**src/hw/rtl/mab_pkg.sv**
```systemverilog
// Shared types, codes and constants of the multi-area bump allocator.
package mab_pkg;

    localparam int DATA_W      = 32;
    localparam int TOTAL_W     = 36;
    localparam int PADDR_W     = 3;
    localparam int QUEUE_DEPTH = 2;
    localparam int QPTR_W      = $clog2(QUEUE_DEPTH);
    localparam int QCNT_W      = $clog2(QUEUE_DEPTH + 1);

    localparam logic [31:0] INIT_REGION_RESET = 32'd65536;

    // register index taken from paddr[2]
    localparam logic REG_INIT_REGION = 1'b0;

    localparam logic [1:0] CMD_ALLOC = 2'd0;
    localparam logic [1:0] CMD_PROBE = 2'd1;
    localparam logic [1:0] CMD_CLEAR = 2'd2;

    localparam logic [1:0] ST_OK       = 2'd0;
    localparam logic [1:0] ST_FULL     = 2'd1;
    localparam logic [1:0] ST_OVERSIZE = 2'd2;

    typedef struct packed {
        logic [1:0]  cmd;
        logic [31:0] request_size;
        logic [4:0]  align_log2;
    } in_item_t;

    typedef struct packed {
        logic [1:0]  status;
        logic [3:0]  area_index;
        logic [31:0] offset;
        logic        area_added;
        logic        fits;
        logic [35:0] total_used;
    } out_item_t;

    // classified item as handed from the front part to the back part
    typedef enum logic [2:0] {
        K_ALLOC = 3'd0,
        K_PROBE = 3'd1,
        K_CLEAR = 3'd2,
        K_NOP   = 3'd3,
        K_OVER  = 3'd4
    } kind_t;

    typedef struct packed {
        kind_t       kind;
        logic [31:0] aligned;
    } job_t;

endpackage

```
**src/hw/rtl/multi_area_bump_allocator.sv**
```systemverilog
// Bump allocator over a table of areas: request front end, queue, scan engine, APB register.
//
// Requests enter on req (valid/ready) and each produces exactly one result on rsp
// (valid/ready), in order. A request is aligned and classified in the front register,
// waits in a two-entry queue, then the back engine scans the areas in creation order.
// Each area inspected passes through a table read state and a compare state on the single read port.
// In the back engine an allocation that places goes through the scan, then S_WRITE or S_APPEND,
// then S_DONE; a probe or a table-full answer goes from the scan to S_DONE. The scan inspects
// at most MAX_AREAS areas. Clear, oversize and unused commands go from S_IDLE to S_DONE. The front
// register and the queue keep taking up to three items while the engine works or a result waits.
// A result held by a stalled receiver stays in the output register; the engine may
// finish the next item meanwhile and then waits for the register to free up.
// After reset there is one area whose capacity is initial_region_size (65536 at
// reset), all fills read as zero and the grown region size is zero. The area table is
// not cleared; per-area valid bits stand in for the fill reset.
// initial_region_size is at APB address 0 and should only be written while idle.
module multi_area_bump_allocator #(
    parameter int MAX_AREAS = 16
) (
    input  logic                                clk,
    input  logic                                rst_n,
    input  logic                                req_valid,
    output logic                                req_ready,
    input  mab_pkg::in_item_t                   req,
    output logic                                rsp_valid,
    input  logic                                rsp_ready,
    output mab_pkg::out_item_t                  rsp,
    input  logic                                psel,
    input  logic                                penable,
    input  logic                                pwrite,
    input  logic [mab_pkg::PADDR_W-1:0]         paddr,
    input  logic [mab_pkg::DATA_W-1:0]          pwdata,
    output logic [mab_pkg::DATA_W-1:0]          prdata,
    output logic                                pready
);
    import mab_pkg::*;

    logic        init_region_sel;
    logic [31:0] init_region_reg;
    logic [31:0] init_region_next;
    logic        cfg_wr;
    logic        q_push;
    job_t        q_push_data;
    logic        q_full;
    logic        q_pop;
    job_t        q_pop_data;
    logic        q_empty;

    assign pready          = 1'b1;
    assign init_region_sel = (paddr[2] == REG_INIT_REGION);
    assign cfg_wr          = psel && penable && pwrite && init_region_sel;
    assign init_region_next = cfg_wr ? pwdata : init_region_reg;
    assign prdata          = init_region_sel ? init_region_reg : '0;

    always_ff @(posedge clk or negedge rst_n)
    begin
        if (!rst_n)
        begin
            init_region_reg <= INIT_REGION_RESET;
        end
        else
        begin
            init_region_reg <= init_region_next;
        end
    end

    mab_front u_front (
        .clk       (clk),
        .rst_n     (rst_n),
        .req_valid (req_valid),
        .req_ready (req_ready),
        .req       (req),
        .push      (q_push),
        .push_data (q_push_data),
        .full      (q_full)
    );

    mab_queue u_queue (
        .clk       (clk),
        .rst_n     (rst_n),
        .push      (q_push),
        .push_data (q_push_data),
        .full      (q_full),
        .pop       (q_pop),
        .pop_data  (q_pop_data),
        .empty     (q_empty)
    );

    mab_back #(
        .MAX_AREAS (MAX_AREAS)
    ) u_back (
        .clk         (clk),
        .rst_n       (rst_n),
        .empty       (q_empty),
        .pop         (q_pop),
        .pop_data    (q_pop_data),
        .region_init (init_region_reg),
        .rsp_valid   (rsp_valid),
        .rsp_ready   (rsp_ready),
        .rsp         (rsp)
    );

endmodule

```
**src/hw/rtl/mab_front.sv**
```systemverilog
// Front part: accepts request items, aligns the size and classifies them.
module mab_front (
    input  logic              clk,
    input  logic              rst_n,
    input  logic              req_valid,
    output logic              req_ready,
    input  mab_pkg::in_item_t req,
    output logic              push,
    output mab_pkg::job_t     push_data,
    input  logic              full
);
    import mab_pkg::*;

    logic        stage_valid_reg;
    logic        stage_valid_next;
    job_t        stage_reg;
    job_t        stage_next;
    logic [32:0] amask;
    logic [32:0] rounded;
    logic [32:0] aligned;
    logic        oversize;

    // round up to 2^align_log2 in 33 bits; bit 32 set means it no longer fits
    always_comb
    begin
        amask    = (33'd1 << req.align_log2) - 33'd1;
        rounded  = {1'b0, req.request_size} + amask;
        aligned  = rounded & ~amask;
        oversize = aligned[32];
    end

    always_comb
    begin
        stage_next.aligned = aligned[31:0];
        case (req.cmd)
            CMD_ALLOC: stage_next.kind = oversize ? K_OVER : K_ALLOC;
            CMD_PROBE: stage_next.kind = oversize ? K_OVER : K_PROBE;
            CMD_CLEAR: stage_next.kind = K_CLEAR;
            default:   stage_next.kind = K_NOP;
        endcase
    end

    assign push      = stage_valid_reg && !full;
    assign push_data = stage_reg;
    assign req_ready = !stage_valid_reg || !full;

    always_comb
    begin
        stage_valid_next = stage_valid_reg;
        if (req_valid && req_ready)
        begin
            stage_valid_next = 1'b1;
        end
        else if (push)
        begin
            stage_valid_next = 1'b0;
        end
    end

    always_ff @(posedge clk or negedge rst_n)
    begin
        if (!rst_n)
        begin
            stage_valid_reg <= 1'b0;
        end
        else
        begin
            stage_valid_reg <= stage_valid_next;
        end
    end

    always_ff @(posedge clk)
    begin
        if (req_valid && req_ready)
        begin
            stage_reg <= stage_next;
        end
    end

endmodule

```
**src/hw/rtl/mab_queue.sv**
```systemverilog
// Short queue of classified items between the front and back parts.
module mab_queue (
    input  logic          clk,
    input  logic          rst_n,
    input  logic          push,
    input  mab_pkg::job_t push_data,
    output logic          full,
    input  logic          pop,
    output mab_pkg::job_t pop_data,
    output logic          empty
);
    import mab_pkg::*;

    job_t              entry_reg [QUEUE_DEPTH];
    logic [QPTR_W-1:0] wr_ptr_reg;
    logic [QPTR_W-1:0] wr_ptr_next;
    logic [QPTR_W-1:0] rd_ptr_reg;
    logic [QPTR_W-1:0] rd_ptr_next;
    logic [QCNT_W-1:0] count_reg;
    logic [QCNT_W-1:0] count_next;

    assign full     = (count_reg == QCNT_W'(QUEUE_DEPTH));
    assign empty    = (count_reg == '0);
    assign pop_data = entry_reg[rd_ptr_reg];

    always_comb
    begin
        wr_ptr_next = wr_ptr_reg;
        rd_ptr_next = rd_ptr_reg;
        count_next  = count_reg;
        if (push)
        begin
            wr_ptr_next = (wr_ptr_reg == QPTR_W'(QUEUE_DEPTH - 1)) ? '0
                                                                 : wr_ptr_reg + QPTR_W'(1);
        end
        if (pop)
        begin
            rd_ptr_next = (rd_ptr_reg == QPTR_W'(QUEUE_DEPTH - 1)) ? '0
                                                                 : rd_ptr_reg + QPTR_W'(1);
        end
        if (push && !pop)
        begin
            count_next = count_reg + QCNT_W'(1);
        end
        else if (pop && !push)
        begin
            count_next = count_reg - QCNT_W'(1);
        end
    end

    always_ff @(posedge clk or negedge rst_n)
    begin
        if (!rst_n)
        begin
            wr_ptr_reg <= '0;
            rd_ptr_reg <= '0;
            count_reg  <= '0;
        end
        else
        begin
            wr_ptr_reg <= wr_ptr_next;
            rd_ptr_reg <= rd_ptr_next;
            count_reg  <= count_next;
        end
    end

    always_ff @(posedge clk)
    begin
        if (push)
        begin
            entry_reg[wr_ptr_reg] <= push_data;
        end
    end

endmodule

```
**src/hw/rtl/mab_back.sv**
```systemverilog
// Back part: first-fit scan over the area table, fill update, area append, result register.
module mab_back #(
    parameter int MAX_AREAS = 16
) (
    input  logic               clk,
    input  logic               rst_n,
    input  logic               empty,
    output logic               pop,
    input  mab_pkg::job_t      pop_data,
    input  logic [31:0]        region_init,
    output logic               rsp_valid,
    input  logic               rsp_ready,
    output mab_pkg::out_item_t rsp
);
    import mab_pkg::*;

    localparam int IDX_W = (MAX_AREAS > 1) ? $clog2(MAX_AREAS) : 1;
    localparam int CNT_W = $clog2(MAX_AREAS + 1);

    typedef enum logic [5:0] {
        S_IDLE   = 6'b000001,
        S_READ   = 6'b000010,
        S_CHECK  = 6'b000100,
        S_WRITE  = 6'b001000,
        S_APPEND = 6'b010000,
        S_DONE   = 6'b100000
    } state_t;

    state_t               state_reg;
    state_t               state_next;
    job_t                 job_reg;
    job_t                 job_next;
    logic [IDX_W-1:0]     scan_idx_reg;
    logic [IDX_W-1:0]     scan_idx_next;
    logic [CNT_W-1:0]     count_reg;
    logic [CNT_W-1:0]     count_next;
    logic [31:0]          grown_reg;
    logic [31:0]          grown_next;
    logic [TOTAL_W-1:0]   total_reg;
    logic [TOTAL_W-1:0]   total_next;
    logic [MAX_AREAS-1:0] fill_vld_reg;
    logic [MAX_AREAS-1:0] fill_vld_next;
    out_item_t            res_reg;
    out_item_t            res_next;
    logic                 out_valid_reg;
    logic                 out_valid_next;
    out_item_t            out_reg;
    out_item_t            out_next;

    logic [31:0]          cap_mem  [MAX_AREAS];
    logic [31:0]          fill_mem [MAX_AREAS];
    logic [31:0]          cap_rd_reg;
    logic [31:0]          fill_rd_reg;
    logic                 fill_vld_rd_reg;

    logic                 cap_we;
    logic                 fill_we;
    logic [IDX_W-1:0]     wr_idx;
    logic [31:0]          cap_wdata;
    logic [31:0]          fill_wdata;

    logic [31:0]          cap_cur;
    logic [31:0]          fill_cur;
    logic [32:0]          need;
    logic                 area_fits;
    logic                 last_area;
    logic                 table_full;
    logic [31:0]          region_base;
    logic [31:0]          region_new;

    // area 0 follows the configuration register live; an uncleared fill reads as zero
    assign cap_cur    = (scan_idx_reg == '0) ? region_init : cap_rd_reg;
    assign fill_cur   = fill_vld_rd_reg ? fill_rd_reg : '0;
    assign need       = {1'b0, fill_cur} + {1'b0, job_reg.aligned};
    assign area_fits  = (job_reg.aligned == '0) || (need <= {1'b0, cap_cur});
    assign last_area  = ((CNT_W'(scan_idx_reg) + CNT_W'(1)) == count_reg);
    assign table_full = (count_reg == CNT_W'(MAX_AREAS));

    assign region_base = (grown_reg > region_init) ? grown_reg : region_init;
    assign region_new  = (region_base < job_reg.aligned) ? job_reg.aligned : region_base;

    assign rsp_valid = out_valid_reg;
    assign rsp       = out_reg;

    always_comb
    begin
        state_next     = state_reg;
        job_next       = job_reg;
        scan_idx_next  = scan_idx_reg;
        count_next     = count_reg;
        grown_next     = grown_reg;
        total_next     = total_reg;
        fill_vld_next  = fill_vld_reg;
        res_next       = res_reg;
        out_valid_next = out_valid_reg;
        out_next       = out_reg;
        pop            = 1'b0;
        cap_we         = 1'b0;
        fill_we        = 1'b0;
        wr_idx         = scan_idx_reg;
        cap_wdata      = region_new;
        fill_wdata     = res_reg.offset + job_reg.aligned;

        if (out_valid_reg && rsp_ready)
        begin
            out_valid_next = 1'b0;
        end

        case (state_reg)
            S_IDLE:
            begin
                if (!empty)
                begin
                    pop           = 1'b1;
                    job_next      = pop_data;
                    res_next      = '0;
                    scan_idx_next = '0;
                    case (pop_data.kind)
                        K_CLEAR:
                        begin
                            fill_vld_next = '0;
                            total_next    = '0;
                            state_next    = S_DONE;
                        end
                        K_OVER:
                        begin
                            res_next.status = ST_OVERSIZE;
                            state_next      = S_DONE;
                        end
                        K_ALLOC, K_PROBE:
                        begin
                            state_next = S_READ;
                        end
                        default:
                        begin
                            state_next = S_DONE;
                        end
                    endcase
                end
            end
            S_READ:
            begin
                state_next = S_CHECK;
            end
            S_CHECK:
            begin
                if (area_fits)
                begin
                    if (job_reg.kind == K_PROBE)
                    begin
                        res_next.fits = 1'b1;
                        state_next    = S_DONE;
                    end
                    else
                    begin
                        res_next.area_index = 4'(scan_idx_reg);
                        res_next.offset     = fill_cur;
                        state_next          = S_WRITE;
                    end
                end
                else if (!last_area)
                begin
                    scan_idx_next = scan_idx_reg + IDX_W'(1);
                    state_next    = S_READ;
                end
                else if (job_reg.kind == K_PROBE)
                begin
                    state_next = S_DONE;
                end
                else if (table_full)
                begin
                    res_next.status = ST_FULL;
                    state_next      = S_DONE;
                end
                else
                begin
                    state_next = S_APPEND;
                end
            end
            S_WRITE:
            begin
                fill_we               = 1'b1;
                fill_vld_next[wr_idx] = 1'b1;
                total_next            = total_reg + TOTAL_W'(job_reg.aligned);
                state_next            = S_DONE;
            end
            S_APPEND:
            begin
                // new area starts empty, so its fill becomes the aligned size
                cap_we                = 1'b1;
                fill_we               = 1'b1;
                wr_idx                = count_reg[IDX_W-1:0];
                fill_wdata            = job_reg.aligned;
                fill_vld_next[wr_idx] = 1'b1;
                grown_next            = region_new;
                count_next            = count_reg + CNT_W'(1);
                total_next            = total_reg + TOTAL_W'(job_reg.aligned);
                res_next.area_index   = 4'(count_reg);
                res_next.offset       = '0;
                res_next.area_added   = 1'b1;
                state_next            = S_DONE;
            end
            S_DONE:
            begin
                if (!out_valid_reg || rsp_ready)
                begin
                    out_valid_next      = 1'b1;
                    out_next            = res_reg;
                    out_next.total_used = total_reg;
                    state_next          = S_IDLE;
                end
            end
            default:
            begin
                state_next = S_IDLE;
            end
        endcase
    end

    always_ff @(posedge clk or negedge rst_n)
    begin
        if (!rst_n)
        begin
            state_reg     <= S_IDLE;
            count_reg     <= CNT_W'(1);
            grown_reg     <= '0;
            total_reg     <= '0;
            fill_vld_reg  <= '0;
            out_valid_reg <= 1'b0;
        end
        else
        begin
            state_reg     <= state_next;
            count_reg     <= count_next;
            grown_reg     <= grown_next;
            total_reg     <= total_next;
            fill_vld_reg  <= fill_vld_next;
            out_valid_reg <= out_valid_next;
        end
    end

    always_ff @(posedge clk)
    begin
        job_reg      <= job_next;
        scan_idx_reg <= scan_idx_next;
        res_reg      <= res_next;
        out_reg      <= out_next;
    end

    // area table: one write and one registered read per cycle
    always_ff @(posedge clk)
    begin
        if (cap_we)
        begin
            cap_mem[wr_idx] <= cap_wdata;
        end
        if (fill_we)
        begin
            fill_mem[wr_idx] <= fill_wdata;
        end
        cap_rd_reg      <= cap_mem[scan_idx_reg];
        fill_rd_reg     <= fill_mem[scan_idx_reg];
        fill_vld_rd_reg <= fill_vld_reg[scan_idx_reg];
    end

endmodule

```
**config.mk**
```make
export PLATFORM = sky130hd
export DESIGN_NAME = multi_area_bump_allocator
export DESIGN_NICKNAME = d
export VERILOG_FILES = /design/src/hw/rtl/mab_pkg.sv /design/src/hw/rtl/multi_area_bump_allocator.sv /design/src/hw/rtl/mab_front.sv /design/src/hw/rtl/mab_queue.sv /design/src/hw/rtl/mab_back.sv
export SDC_FILE = /design/constraint.sdc
export NUM_CORES = 2
export LEC_CHECK = 0
export BUFFER_PORTS_ARGS = -buffer_cell sky130_fd_sc_hd__buf_4
export CAP_MARGIN = 20
export CORE_MARGIN = 5
export CORE_UTILIZATION = 60
export DETAILED_ROUTE_END_ITERATION = 16
export PLACE_DENSITY = 0.77
export SETUP_SLACK_MARGIN = 0.3
export SYNTH_ARGS = -nofsm -noshare
export SYNTH_HDL_FRONTEND = slang
export SYNTH_SLANG_ARGS = --single-unit
```
**constraint.sdc**
```tcl
create_clock -name clk -period 11 [get_ports clk]
set_input_delay 2.2 -clock clk [delete_from_list [all_inputs] [get_ports clk]]
set_output_delay 2.2 -clock clk [all_outputs]
set_load 0.005 [all_outputs]
```
==> results.cfg <==
[outcome]
status = complete, no violations

[critical_path]
cp_cell_sequence = buf_4 > and2_1 > ha_1 > fa_1 > o211ai_1 > a21oi_1 > o22ai_1 > a2111oi_2 > a31oi_1 > o21ai_0 > a21o_1 > a21oi_1 > xnor2_1 > ha_1 > nand4_1 > nor4_1 > nand4_1 > o311a_1 > nor4_1 > o32ai_2 > a221oi_4 > buf_4
path_class = reg2reg
critPathTopFamily = compound AO/OA/AOI/OAI gates
critical_path.max_fanout = 36
cp.arrival_ns = 7.13
start_kind = flop
slowest_stage = a2111oi_2
crit_start = u_back.fill_vld_rd_reg$_DFF_P_
worst_r2r_startpoint = u_back.fill_vld_rd_reg$_DFF_P_
critPathMaxStageDelay_ns = 0.51
worstPathRequired_ns = 11.38
cp-end-kind = flop
critPathBufInv = 2

[grt]
grt_pass1_wl_um = 251700
grt_use_total = 0.2960
antenna_found_initial = 7
first_global_vias = 38065
grt_max_degree = 104
overflow = 0

[hold_path]
hold_path_class = reg2reg
min_from = u_back.res_reg[36]$_SDFFCE_PP1P_

[sta]
setup_viol = 0
rsz0062_at_grt = false
clock-skew-final_ns = 0.02360
slew_viol_final = 0
slew-limit-headroom = 0.2294
setup_tns_ns = 0
clock.fmax_mhz = 148.1
fin_crit_ns = 6.751
final_hold_viol_count = 0
worstMarginPinSlew_ns = 1.152
period_share = 0.6137

[cells_and_area]
num-nets-final = 4608
fillCellCount = 6938
utilization = 0.6825
stdcell_count = 5835
synthToLayoutAreaGrowth_pct = 13.25
fin_area_um2 = 74080
layout-drive-gt1-share = 0.2478
layout_common_cells = edfxtp_1, mux4_2, buf_4, ha_1, nor2_1
final_common_cell = edfxtp_1

[placed_design]
placed_cell_area_um2 = 69170
io_buffer_count = 188
hpwlAfterDp_um = 103800
dp_cells = 5557
gp_congestion = 0.9339

[synth]
ys.flop_type = edfxtp_1
synth_simple_gate_area_frac = 0.05870
synthMuxAreaShare = 0.1475
netlist_instances = 3998
netlist_area_um2 = 65420
yosys_warnings = 0
ys_types = 85
synth_top_family_by_area = multiplexers
post_synth_xor_area_fraction = 0.01526
synth-seq-area-share = 0.6602
avgSynthCellArea_um2 = 16.36
ys_ff_latch = 1482
synthAdderAreaFrac = 0.04548
synth_edf_count = 1284
synth-compound-area-share = 0.05621
syn-num-nets = 4312
async_reset_ff_frac = 0.08974

[floorplan]
die_w_um = 340.2
die_h_um = 340.2
fp.coreArea_um2 = 108600
placementRows = 121
initial_core_util = 0.6026
dieArea_um2 = 115700
io_pins = 192

[route]
first_pass_iters = 7
avgRoutedWirePerCell_um = 29.38
vias_per_cell = 6.580
drtIter0Drc = 4458
drtAntennaViolNets = 0
wl_um = 171400
drc = 0
vias = 38396

[clocking]
cts_tree = yes
holdBufCountCts = 0
path_clk_slew_ns = 0.06
cts_buffers = 145
post_cts_resized = 0
clock_sinks = 1482
insertion_delay_ns = 0.76
cts_setup_buffers = 0
cts_max_level = 4
cts_root_buf = clkbuf_16
cts_buffer_depth = 3

[power]
leakagePower_nw = 26.69
power_density_nw_per_um2 = 297.2
p_total_mw = 22.02
ir_drop_v = 0.0002198

[run]
cap_viol_max_count = 0
==> worst reg2reg max path: cells and delay by family, from the launching register on <==
kind | cells | cell delay [ns]
AOI/OAI and AO/OA | 11 | 2.61
xor gates and xnor gates | 1 | 0.16
adders and majority gates | 3 | 0.85
buffers and inverters | 2 | 0.96
DFF | 1 | 0.31
and+or+nand+nor | 5 | 1.46
==> layout make-up <==
class | instances | area, µm² | share of cell area
diodes | 3 | 7.507 | 0.0001013
clock buffers | 191 | 3975 | 0.05366
clock inverters | 80 | 898.4 | 0.01213
inverters | 120 | 452.9 | 0.006114
multi-input cells | 2237 | 21460 | 0.2897
flip-flops and latches | 1482 | 43190 | 0.5830
well taps | 1414 | 1769 | 0.02388
repair buffers | 308 | 2328 | 0.03143
==> per-layer routing <==
metal	global-route usage	part of all wire	vias up
met1	0.4093	0.38	19357
met3	0.06759	0.11	393
li1	-	-	16382
met4	0.1203	0.046	4
met2	0.4643	0.47	2260
met5	0	0.00016	-
==> power breakdown <==
part | internal, mW | leakage [nW] | switching [mW]
clock | 2.93 | 2.35 | 2.13
sequential | 8.40 | 14.0 | 0.447
combinational | 3.09 | 10.3 | 5.02
total | 14.4 | 26.7 | 7.59
==> kinds of logic after synthesis <==
logic type | Yosys count
XOR/XNOR | 114
multiplexers | 527
other | 2
AND/OR/NAND/NOR | 779
flip-flops | 1482
buffers and inverters | 279
AO/OA/AOI/OAI | 579
adder cells (fa/ha/maj) | 236
==> Yosys cell counts (9+ instances only) <==
cell      count  share of area
nor3_1       50         0.0038
and2_1       75         0.0072
mux2i_1      38         0.0058
o21bai_1     17         0.0020
xnor2_1      69         0.0092
or3_1        17         0.0016
inv_1       119         0.0068
buf_1        37         0.0021
dfrtp_1     130          0.050
o21a_1       20         0.0023
mux4_2      325           0.11
nor4_1       19         0.0018
mux2_4       27         0.0062
and3_1       17         0.0016
a21oi_1     162          0.012
nor2b_1      19         0.0018
a31oi_1      20         0.0019
ha_1        229          0.044
o22ai_1      21         0.0020
edfxtp_1   1284           0.59
o21ai_0     138          0.011
nor4b_1       9         0.0012
a211oi_1     21         0.0024
o211ai_1     18         0.0021
nand2b_1     27         0.0026
nor2_1      229          0.013
nand4_1      37         0.0035
o31ai_1      12         0.0014
nand2_1     168         0.0096
dfxtp_1      65          0.020
xor2_1       45         0.0060
clkbuf_1    113         0.0065
nor3b_1      15         0.0017
mux2_2      137          0.024
nand3_1      65         0.0050
a21o_1       83         0.0095
==> final timing paths <==
kind,to,slack (ns),cells past startpoint
setup / recovery,u_back.res_reg[55]$_DFFE_PP_,4.25,22
hold reg to reg,u_back.rsp[36]$_DFFE_PP_,0.43,0
max in group asynchronous,init_region_reg[6]$_DFFE_PN0P_,8.03,2
min in group asynchronous,u_back.total_reg[31]$_DFFE_PN0P_,1.49,1
setup reg to reg,u_back.res_reg[55]$_DFFE_PP_,4.25,22
hold / removal,u_back.rsp[36]$_DFFE_PP_,0.43,0
==> stage by stage <==
step / setup WS, ns / hold slack (ns)
floorplan: 3.387 / 0.4003
global placement: 3.799 / 0.4057
detailed placement: 3.714 / 0.4079
CTS: 4.363 / 0.4219
global route: 4.013 / 0.4249
finish: 4.249 / 0.4253
Power figures use the tool's default switching activity.
